**src/sem_pkg.sv**
```systemverilog
// ----------------------------------------------------------------------------
// sem_pkg
// Shared constants and controller/datapath interface types for the
// sobel edge magnitude block.
// ----------------------------------------------------------------------------
package sem_pkg;

  localparam int DEFAULT_MAX_SIZE = 512;
  localparam int CFG_W            = 10;
  localparam int PIX_W            = 8;
  localparam logic [CFG_W-1:0] SIZE_RESET = 10'd320;
  localparam int MIN_SIZE         = 3;

  // commands from the controller to the datapath
  typedef struct packed {
    logic accept;     // take pixel, read line buffers, advance counters
    logic win;        // shift window, write line buffers
    logic grad;       // compute abs gradients
    logic sq;         // square both gradients
    logic sum;        // add squares, start root search
    logic root_step;  // one bit of the root search
    logic load_out;   // load the output register
  } cmd_t;

  // status from the datapath to the controller
  typedef struct packed {
    logic produce;    // centre is interior, a result follows
    logic root_last;  // last root bit in progress
    logic out_busy;   // output register holds an untaken result
  } status_t;

endpackage

```
**src/sem_ctrl.sv**
```systemverilog
// ----------------------------------------------------------------------------
// sem_ctrl
// Sequencing state machine: one pixel at a time through read, window,
// gradient, square, sum, bit-serial root and output load; border pixels stop after the window.
// ----------------------------------------------------------------------------
module sem_ctrl (
  input  logic             clk_i,
  input  logic             rst_ni,
  input  logic             in_valid_i,
  output logic             in_ready_o,
  input  sem_pkg::status_t status_i,
  output sem_pkg::cmd_t    cmd_o
);
  import sem_pkg::*;

  localparam logic [2:0] ST_IDLE = 3'd0;
  localparam logic [2:0] ST_WIN  = 3'd1;
  localparam logic [2:0] ST_GRAD = 3'd2;
  localparam logic [2:0] ST_SQ   = 3'd3;
  localparam logic [2:0] ST_SUM  = 3'd4;
  localparam logic [2:0] ST_ROOT = 3'd5;
  localparam logic [2:0] ST_DONE = 3'd6;

  logic [2:0] state_q, state_d;

  // next state and commands
  always_comb begin
    state_d    = state_q;
    cmd_o      = '0;
    in_ready_o = 1'b0;
    unique case (state_q)
      ST_IDLE: begin
        in_ready_o = 1'b1;
        if (in_valid_i) begin
          cmd_o.accept = 1'b1;
          state_d      = ST_WIN;
        end
      end
      ST_WIN: begin
        cmd_o.win = 1'b1;
        state_d   = status_i.produce ? ST_GRAD : ST_IDLE;
      end
      ST_GRAD: begin
        cmd_o.grad = 1'b1;
        state_d    = ST_SQ;
      end
      ST_SQ: begin
        cmd_o.sq = 1'b1;
        state_d  = ST_SUM;
      end
      ST_SUM: begin
        cmd_o.sum = 1'b1;
        state_d   = ST_ROOT;
      end
      ST_ROOT: begin
        cmd_o.root_step = 1'b1;
        if (status_i.root_last) state_d = ST_DONE;
      end
      ST_DONE: begin
        if (!status_i.out_busy) begin
          cmd_o.load_out = 1'b1;
          state_d        = ST_IDLE;
        end
      end
      default: state_d = ST_IDLE;
    endcase
  end

  // state register
  always_ff @(posedge clk_i or negedge rst_ni) begin
    if (!rst_ni) begin
      state_q <= ST_IDLE;
    end else begin
      state_q <= state_d;
    end
  end

endmodule

```
**config.mk**
```make
export PLATFORM = sky130hd
export DESIGN_NAME = sem_ctrl
export DESIGN_NICKNAME = d
export VERILOG_FILES = /design/src/sem_pkg.sv /design/src/sem_ctrl.sv
export SDC_FILE = /design/constraint.sdc
export NUM_CORES = 1
export LEC_CHECK = 0
export BUFFER_PORTS_ARGS = -buffer_cell sky130_fd_sc_hd__buf_4
export CELL_PAD_IN_SITES_DETAIL_PLACEMENT = 0
export CELL_PAD_IN_SITES_GLOBAL_PLACEMENT = 1
export CORE_AREA = 5 5 42 44
export CTS_CLUSTER_DIAMETER = 50
export DETAILED_ROUTE_END_ITERATION = 16
export DIE_AREA = 0 0 47 49
export PLACE_DENSITY = 0.51
export SETUP_SLACK_MARGIN = 0.15
export SLEW_MARGIN = 20
export SYNTH_ARGS = -nofsm -noshare
export SYNTH_HDL_FRONTEND = slang
export SYNTH_SLANG_ARGS = --single-unit
export TNS_END_PERCENT = 1
```
**constraint.sdc**
```tcl
create_clock -name clk_i -period 1.9 [get_ports clk_i]
set_input_delay 0.38 -clock clk_i [delete_from_list [all_inputs] [get_ports clk_i]]
set_output_delay 0.38 -clock clk_i [all_outputs]
set_load 0.05 [all_outputs]
```
; ---- Word-level counts from Yosys, hierarchy flattened
; Index checks and enable logic that the tools add are counted.
[word_totals]
output_inout_bits = 8
word_cells = 27
reg_bits = 3
[classes]
reduce_logical = 2
n_mux = 15
n_eq_ne = 9
[op_table]
columns = operator, n
row1 = 3-bit one-hot mux with 7 select lines, 1
row2 = 1-bit 2-to-1 mux, 10
row3 = "3-bit equality test, second input constant", 3
row4 = 3-bit 2-to-1 mux, 3
row5 = "3-bit by 2-bit equality test with 1-bit output, second input constant", 2
row6 = "2-bit != test, second input constant", 3
row7 = "3-bit by 1-bit equality test with 1-bit output, second input constant", 1
row8 = 3-bit zero test, 1
row9 = 3-bit AND reduction, 1
row10 = 2-bit 2-to-1 mux, 1

; ---- Depth between registers and ports, before layout
; Gate-level depths: netlist of run 1.
[logic_depth]
depth_word = 3
ltp_mapped = 4
ltp_nobuf = 3

; ---- Worst setup path before layout of run 1
; No wires, ideal clock.
[synth_path]
path_kind = reg-to-output
start = register state_q[1]
end = output port cmd_o[6] (netlist bit)
required_ns = 1.520
n_path_buf = 1
arrival_time_ns = 1.704
slack_ns = -0.184
path_stages_with_launch = 4
path_cell_list = dfrtp_1 > buf_2 > nor3_2 > and2_1
[synth_rtl]
columns = item, line_no
row1 = "start, declared", sem_ctrl.sv:24  ; logic [2:0] state_q, state_d;
row2 = "start signal, assigned", sem_ctrl.sv:74  ; state_q <= state_d;
row3 = "end, declared", sem_ctrl.sv:12  ; output sem_pkg::cmd_t cmd_o

==> impl_results.rst, run 1 <==
.. list-table::
   :header-rows: 1

   * - Metric
     - Value
   * - Worst Path Required
     - 1.52 ns
   * - Most frequent cells in the layout
     - sky130_fd_sc_hd__buf_4 (13), sky130_fd_sc_hd__nand2b_1 (3), sky130_fd_sc_hd__nor2_1 (3), sky130_fd_sc_hd__clkbuf_4 (3)
   * - Detailed route wirelength on metal2
     - 318 um
   * - Total DRC errors in the routed layout
     - 0
   * - Tightest hold margin
     - 0.453 ns
   * - Max Cap Viol
     - 0
   * - Transition time of the tightest slew-check pin
     - 0.317 ns
   * - Category of the worst setup path capture point
     - output pin
   * - Overall track demand over capacity in global routing
     - 6.77%
   * - Wire length on met3
     - 13 um
   * - Largest register FFs
     - 3
   * - Delay of the slowest cell on the worst path
     - 0.48 ns
   * - Number of iterations in the first detailed-routing pass
     - 3
   * - Cell type of the slowest stage on the worst timing path
     - sky130_fd_sc_hd__dfrtp_1
   * - Remaining antenna violation count
     - 0
   * - Post-synthesis share of cell area spent on and, or, nand and nor gates
     - 37.4%
   * - Pwr per Cell Area
     - 2100 mW/mm2
   * - Vias per cell
     - 4.07
   * - Number of antenna violations at the first check in global routing
     - 0
   * - Total negative slack
     - 0 ns
   * - Post-route cell area
     - 365 um2
   * - Number of buffers created by CTS
     - 3
   * - Class of the tightest hold or removal check
     - in2reg
   * - CP delay by family, top
     - flip-flops
   * - Wire length the detailed router placed on met1
     - 254 um
   * - Unique cell type count in the Yosys netlist
     - 16
   * - Commonest non-fill, non-tap cell in the layout
     - sky130_fd_sc_hd__buf_4
   * - Adder-cell share of the synthesized area
     - 0%
   * - Average routed wire per standard cell
     - 10.3 um
   * - Top flop regs
     - state_q x3
   * - Top-Level Pins
     - 14
   * - Data arrival time of the critical path
     - 1.25 ns
   * - Crit path buffers/inverters
     - 1
   * - Routability Congestion
     - 0.768
   * - Syn avg cell area
     - 8.56 um2
   * - Post-route clock skew
     - 0.00173 ns
   * - Placed instance area
     - 327 um2
   * - Fraction of the mapped netlist area in compound gates
     - 15.2%
   * - Root Driver
     - sky130_fd_sc_hd__clkbuf_4
   * - Clock sinks
     - 3
   * - CTS clk-pin slew, worst paths
     - 0.04 ns
   * - Top reg by flops
     - state_q
   * - Ant diodes
     - 0
   * - Routed wire length
     - 586 um
   * - Headroom to the max-slew limit
     - 78.9%
   * - Topmost layer with routed signal wires
     - met3
   * - Cell Count, Final, Fillers Out
     - 57
   * - Worst Setup SP
     - state_q[1]$_DFFE_PN0P_
   * - Total die area
     - 0.00230 mm2
   * - Synth Register Bits
     - 3
   * - Netlist Area Pre-Place
     - 214 um2
   * - Synth Area in XOR/XNOR
     - 0%
   * - Number of nets produced by synthesis
     - 31
   * - Largest net degree at the start of global routing
     - 10
   * - Multiplexer share of the synthesized area
     - 0%
   * - Peak supply drop
     - 0.910 mV
   * - Source-to-sink clock delay at the later pin of the worst-skew pair
     - 0.23 ns
   * - Fmax
     - 0.615 GHz
   * - Min Tclk post-route
     - 1.63 ns
   * - Number of I/O port buffers
     - 13
   * - CTS max path bufs
     - 2
   * - Vert. Die Dim
     - 49 um
   * - Maximum fanout encountered on the critical timing path
     - 9
   * - GR Overflow Total
     - 0
   * - Post-placement cell count
     - 52
   * - Final Hold Violating Endpoints
     - 0
   * - H-Tree Depth
     - 1
   * - Slew Limit Fails
     - 0
   * - Count of warnings emitted by yosys
     - 0
   * - Total half-perimeter wirelength after legalization and detailed placement
     - 460 um
   * - Final #Nets
     - 48
   * - Fraction of layout cells with a size suffix above 1
     - 53.7%
   * - Critical setup path kind
     - reg2out
   * - Wire length of the first global-routing pass
     - 1040 um
   * - Clock tree from TritonCTS
     - built
   * - Total number of vias
     - 232
   * - Overall power
     - 0.000768 W
   * - Largest family of logic cells by synthesized area
     - simple AND/OR/NAND/NOR gates
   * - Number of global-route vias before repair
     - 242
   * - Status
     - finished, final reports clean
   * - Min-Delay Startpoint
     - status_i[1]
   * - RSZ-0062 raised after global routing
     - no
   * - Number of instances in the synthesized netlist
     - 25
   * - Final Setup Violations
     - 0
   * - Startpoint kind of the worst setup timing path
     - flop
   * - Leak pwr
     - 0.172 nW
   * - Launch instance of the worst register-to-register path
     - state_q[2]$_DFFE_PN0P_
   * - Final worst-path cycle share
     - 85.6%
   * - Number of standard-cell rows in the floorplan
     - 14
   * - Post-synthesis sequential area ratio
     - 35.1%
   * - Starting Density
     - 15.3%
   * - Overall die width
     - 47 um
   * - Area delta synth->final
     - 70.8%
   * - Drt first-iter violations
     - 1
   * - Core area
     - 0.00140 mm2
   * - CP Cell Sequence
     - nor3_4, and2_1, buf_4
[layer usage]
metal  vias to the layer above  track usage (%)
met4                         0             6.91
met2                         6             9.28
li1                        121                -
met5                         -                0
met3                         0             3.32
met1                       105             6.84
[cells in the mapped netlist (all sizes together)]
master | count | share of area, %
a21o | 1 | 3.5
a221oi | 1 | 4.1
o21ai | 2 | 4.7
inv | 2 | 4.7
nor3 | 4 | 12
nor2 | 3 | 5.3
dfrtp | 3 | 35
buf | 2 | 7.6
and2 | 1 | 2.9
o22ai | 1 | 2.9
nor3b | 1 | 3.5
and3 | 1 | 5.3
nand2b | 3 | 8.8
[cell families after synthesis]
group,after synthesis
compound gates,5
simple gates,13
flops,3
buf+inv,4
[power breakdown]
part / switching (W) / internal, W / leakage [nW]
Clock: 0.0000322 / 0.0000786 / 0.0150
Combinational: 0.000307 / 0.000165 / 0.122
Sequential: 0.0000867 / 0.0000987 / 0.0350
Total: 0.000426 / 0.000342 / 0.172
[cell type report]
class                           count  area [um2]
Clock buffer                        4        26.3
Fill cell                         158        1040
Inverter                            2        10.0
Multi-Input combinational cell     18         124
Sequential cell                     3        77.6
Tap cell                           16        20.0
Timing Repair Buffer               14         108
[worst paths after layout]
kind	end	slack [ns]	depth (start not counted)
max	cmd_o[6]	0.27	3
min	state_q[0]$_DFFE_PN0P_	0.45	3
max reg2reg	state_q[2]$_DFFE_PN0P_	0.90	3
min reg2reg	state_q[0]$_DFFE_PN0P_	0.59	1
max in group asynchronous	state_q[2]$_DFFE_PN0P_	1.32	2
min in group asynchronous	state_q[0]$_DFFE_PN0P_	0.47	2
[per-stage QoR]
step                utilization (%)  worst slack (ns)
finish                         26.1             0.273
global route                   26.1             0.159
CTS                            25.9             0.236
detailed placement             23.3             0.486
global placement               23.3             0.483
floorplan                         -            -0.156
[worst min-delay path: stages]
cell	delay, ns
sky130_fd_sc_hd__buf_4	0.07
sky130_fd_sc_hd__nand2b_1	0.11
sky130_fd_sc_hd__a221oi_1	0.07
[what timing repair did]
item                                   in CTS  in global routing
setup endpoints to repair                   0                  1
setup buffers                               0                  0
hold buffers                                1                  0
endpoints found under the hold margin       3                  0
gates resized for setup                     0                  2
Note: power is estimated with default switching activity, not from simulation.
==> run 2, diff against run 1 <==
--- a/config.mk
+++ b/config.mk
@@ -5,6 +5,7 @@
 export SDC_FILE = /design/constraint.sdc
 export NUM_CORES = 1
 export LEC_CHECK = 0
+export ABC_AREA = 1
 export BUFFER_PORTS_ARGS = -buffer_cell sky130_fd_sc_hd__buf_4
 export CELL_PAD_IN_SITES_DETAIL_PLACEMENT = 0
 export CELL_PAD_IN_SITES_GLOBAL_PLACEMENT = 1
@@ -12,7 +13,8 @@
 export CTS_CLUSTER_DIAMETER = 50
 export DETAILED_ROUTE_END_ITERATION = 16
 export DIE_AREA = 0 0 47 49
-export PLACE_DENSITY = 0.51
+export MAX_ROUTING_LAYER = met4
+export PLACE_DENSITY = 0.54
 export SETUP_SLACK_MARGIN = 0.15
 export SLEW_MARGIN = 20
 export SYNTH_ARGS = -nofsm -noshare
==> run 2 against run 1 <==
Sequential power is 25% lower; die area unchanged; non-clock buffer count stayed put; largest cell class unchanged; final cell count is 23% higher; largest power group unchanged; routed wire length up 5.8%.
==> impl_results.rst, run 2 <==
.. list-table::
   :header-rows: 1

   * - Metric
     - Value
   * - Fraction of the mapped netlist area in compound gates
     - 6.94%
   * - Min Tclk post-route
     - 1.58 ns
   * - Final #Nets
     - 61
   * - Portion of synthesized cell area occupied by the leading cell type
     - 34.7%
   * - Area delta synth->final
     - 73.4%
   * - Final Setup Violations
     - 0
   * - Largest family of logic cells by synthesized area
     - simple AND/OR/NAND/NOR gates
   * - Worst Path Required
     - 1.52 ns
   * - Clock sinks
     - 3
   * - Slew Limit Fails
     - 0
   * - Core area
     - 0.00140 mm2
   * - Post-synth top cells
     - sky130_fd_sc_hd__nor2_1 (9), sky130_fd_sc_hd__nand2_1 (7), sky130_fd_sc_hd__inv_1 (5)
   * - Max Cap Viol
     - 0
   * - Final Hold Violating Endpoints
     - 0
   * - Average routed wire per standard cell
     - 8.86 um
   * - Remaining antenna violation count
     - 0
   * - Part of the total power dissipated in the clock network
     - 15.1%
   * - Tightest hold margin
     - 0.472 ns
   * - Share of synthesized registers carrying an async set or reset
     - 100%
   * - Biggest area consumer among synthesized cells
     - sky130_fd_sc_hd__dfrtp_1
   * - Fmax
     - 0.633 GHz
   * - Largest register FFs
     - 3
   * - CTS clk-pin slew, worst paths
     - 0.04 ns
   * - Headroom to the max-slew limit
     - 85.4%
   * - Number of nets produced by synthesis
     - 42
   * - Category of the worst setup path capture point
     - output pin
   * - Number of global-route vias before repair
     - 241
   * - Transition time of the tightest slew-check pin
     - 0.219 ns
   * - Ant diodes
     - 0
   * - Setup slack, reg-to-reg
     - 0.90 ns
   * - Overall die width
     - 47 um
   * - Int Power
     - 0.000316 W
   * - Vert. Die Dim
     - 49 um
   * - Count of warnings emitted by yosys
     - 0
   * - Clock tree from TritonCTS
     - built
   * - Flip-flop cell with the highest count after synthesis
     - sky130_fd_sc_hd__dfrtp_1
   * - Unique cell type count in the Yosys netlist
     - 11
   * - Root Driver
     - sky130_fd_sc_hd__clkbuf_4
   * - Combinational power share
     - 66.4%
   * - Top reg by flops
     - state_q
   * - Netlist Area Pre-Place
     - 216 um2
   * - Endpoint of the most critical register-to-register path
     - state_q[1]$_DFFE_PN0P_
   * - Drt first-iter violations
     - 4
   * - GR Overflow Total
     - 0
   * - Top-Level Pins
     - 14
   * - Critical setup path kind
     - reg2out
   * - Largest net degree at the start of global routing
     - 8
   * - H-Tree Depth
     - 1
   * - Sw Ratio
     - 57.5%
   * - Starting Density
     - 15.4%
   * - Total die area
     - 0.00230 mm2
   * - Number of I/O port buffers
     - 13
   * - Source-to-sink clock delay at the later pin of the worst-skew pair
     - 0.23 ns
   * - Total half-perimeter wirelength after legalization and detailed placement
     - 529 um
   * - Most frequent cells in the layout
     - sky130_fd_sc_hd__buf_4 (13), sky130_fd_sc_hd__nor2_1 (9), sky130_fd_sc_hd__nand2_1 (7)
   * - Class of the tightest hold or removal check
     - in2async
   * - Commonest non-fill, non-tap cell in the layout
     - sky130_fd_sc_hd__buf_4
   * - Placed instance area
     - 339 um2
   * - Launch instance of the worst register-to-register path
     - state_q[1]$_DFFE_PN0P_
   * - Net switching power of the design
     - 0.000427 W
   * - Sequential Power Share
     - 18.6%
   * - Cell depth of the worst flop-to-flop path
     - 4
   * - Post-route cell area
     - 375 um2
   * - Post-synthesis share of cell area spent on and, or, nand and nor gates
     - 46.2%
   * - Vias per cell
     - 3.83
   * - Number of standard-cell rows in the floorplan
     - 14
   * - Post-synthesis sequential area ratio
     - 34.7%
   * - Post-route clock skew
     - 0.00390 ns
   * - Peak supply drop
     - 0.796 mV
   * - Total number of vias
     - 268
   * - Syn avg cell area
     - 6.01 um2
   * - Startpoint kind of the worst setup timing path
     - flop
   * - Multiplexer share of the synthesized area
     - 0%
   * - Pwr per Cell Area
     - 1980 mW/mm2
   * - Number of iterations in the first detailed-routing pass
     - 5
   * - Leak pwr
     - 0.217 nW
   * - Number of instances in the synthesized netlist
     - 36
   * - Number of buffers created by CTS
     - 3
   * - Number of antenna violations at the first check in global routing
     - 0
   * - Routability Congestion
     - 0.741
   * - Post-CTS setup buffer count
     - 0
   * - CTS max path bufs
     - 2
   * - Data arrival time of the critical path
     - 1.20 ns
   * - Total DRC errors in the routed layout
     - 0
   * - Most used standard cell by instance count after synthesis
     - sky130_fd_sc_hd__nor2_1
   * - Synth Area in XOR/XNOR
     - 0%
   * - Leading post-synthesis cells by cell area
     - sky130_fd_sc_hd__dfrtp_1 (35%), sky130_fd_sc_hd__nor2_1 (16%), sky130_fd_sc_hd__nand2_1 (12%)
   * - Top flop regs
     - state_q x3
   * - Overall track demand over capacity in global routing
     - 6.21%
   * - Fraction of layout cells with a size suffix above 1
     - 35.2%
   * - Total negative slack
     - 0 ns
   * - Synth Register Bits
     - 3
   * - RSZ-0062 raised after global routing
     - no
   * - Status
     - finished, final reports clean
   * - Post-synth EDFFs
     - 0
   * - Adder-cell share of the synthesized area
     - 0%
   * - Routed wire length
     - 620 um
   * - Wire length of the first global-routing pass
     - 979 um
   * - Maximum fanout encountered on the critical timing path
     - 6
   * - Final worst-path cycle share
     - 83.1%
-- run 2: cell type report --
class                           count  area [um2]
Fill cell                         168        1030
Sequential cell                     3        75.1
Timing Repair Buffer               14         108
Multi-Input combinational cell     26         120
Inverter                            7        26.3
Clock buffer                        4        26.3
Tap cell                           16        20.0
-- run 2: power groups by stage --
stage	Clock, W	Sequential, W	Combinational, W
floorplan	0	0.000129	0.000365
CTS	0.000117	0.000139	0.000500
finish	0.000112	0.000138	0.000492
detailed placement	0	0.000140	0.000497
global placement	0	0.000142	0.000502
global route	0.000120	0.000147	0.000536
-- run 2: stage by stage --
step | util, % | cells | setup slack (ns) | total power [W]
detailed placement | 24.2 | 65 | 0.565 | 0.000637
CTS | 26.8 | 70 | 0.302 | 0.000755
finish | 26.8 | 70 | 0.320 | 0.000742
floorplan | - | 36 | 0.250 | 0.000494
global placement | 24.2 | 65 | 0.563 | 0.000644
global route | 26.8 | 70 | 0.202 | 0.000803
-- run 2: metal layers --
metal / vias to the layer above / track usage [%] / wire (um)
met4: 0 / 5.53 / 0
li1: 148 / - / -
met2: 6 / 8.82 / 324
met3: 0 / 1.11 / 45
met5: - / - / 0
met1: 114 / 7.05 / 250
-- run 2: logic make-up (layout without fill, tap and decap cells) --
| family | Yosys count | after routing |
|---|---|---|
| simple gates | 23 | 23 |
| compound gates | 3 | 3 |
| buf+inv | 7 | 25 |
| flops | 3 | 3 |
-- run 2: critical path, stage by stage, from the launching register on --
cell and delay, ns:
sky130_fd_sc_hd__dfrtp_1 0.43, sky130_fd_sc_hd__nor2_1 0.16, sky130_fd_sc_hd__nand2_1 0.08, sky130_fd_sc_hd__nor2_1 0.09, sky130_fd_sc_hd__buf_4 0.20
-- run 2: repair_timing --
item / CTS / global route
endpoints found under the hold margin: 3 / 0
resized for setup: 0 / 0
hold buffers: 1 / 0
setup endpoints to repair: 0 / 0
-- run 2: how the worst max path moves through the flow --
stage / cells after the start / slack (ns) / end / startpoint
final: 4 / 0.32 / cmd_o[6] / state_q[0]$_DFFE_PN0P_
after global routing: 4 / 0.20 / cmd_o[6] / state_q[0]$_DFFE_PN0P_
after CTS: 4 / 0.30 / cmd_o[6] / state_q[0]$_DFFE_PN0P_
after detailed placement: 4 / 0.56 / cmd_o[6] / state_q[0]$_DFFE_PN0P_
after global placement: 4 / 0.56 / cmd_o[6] / state_q[0]$_DFFE_PN0P_
after floorplan: 3 / 0.25 / cmd_o[6] / state_q[0]$_DFFE_PN0P_
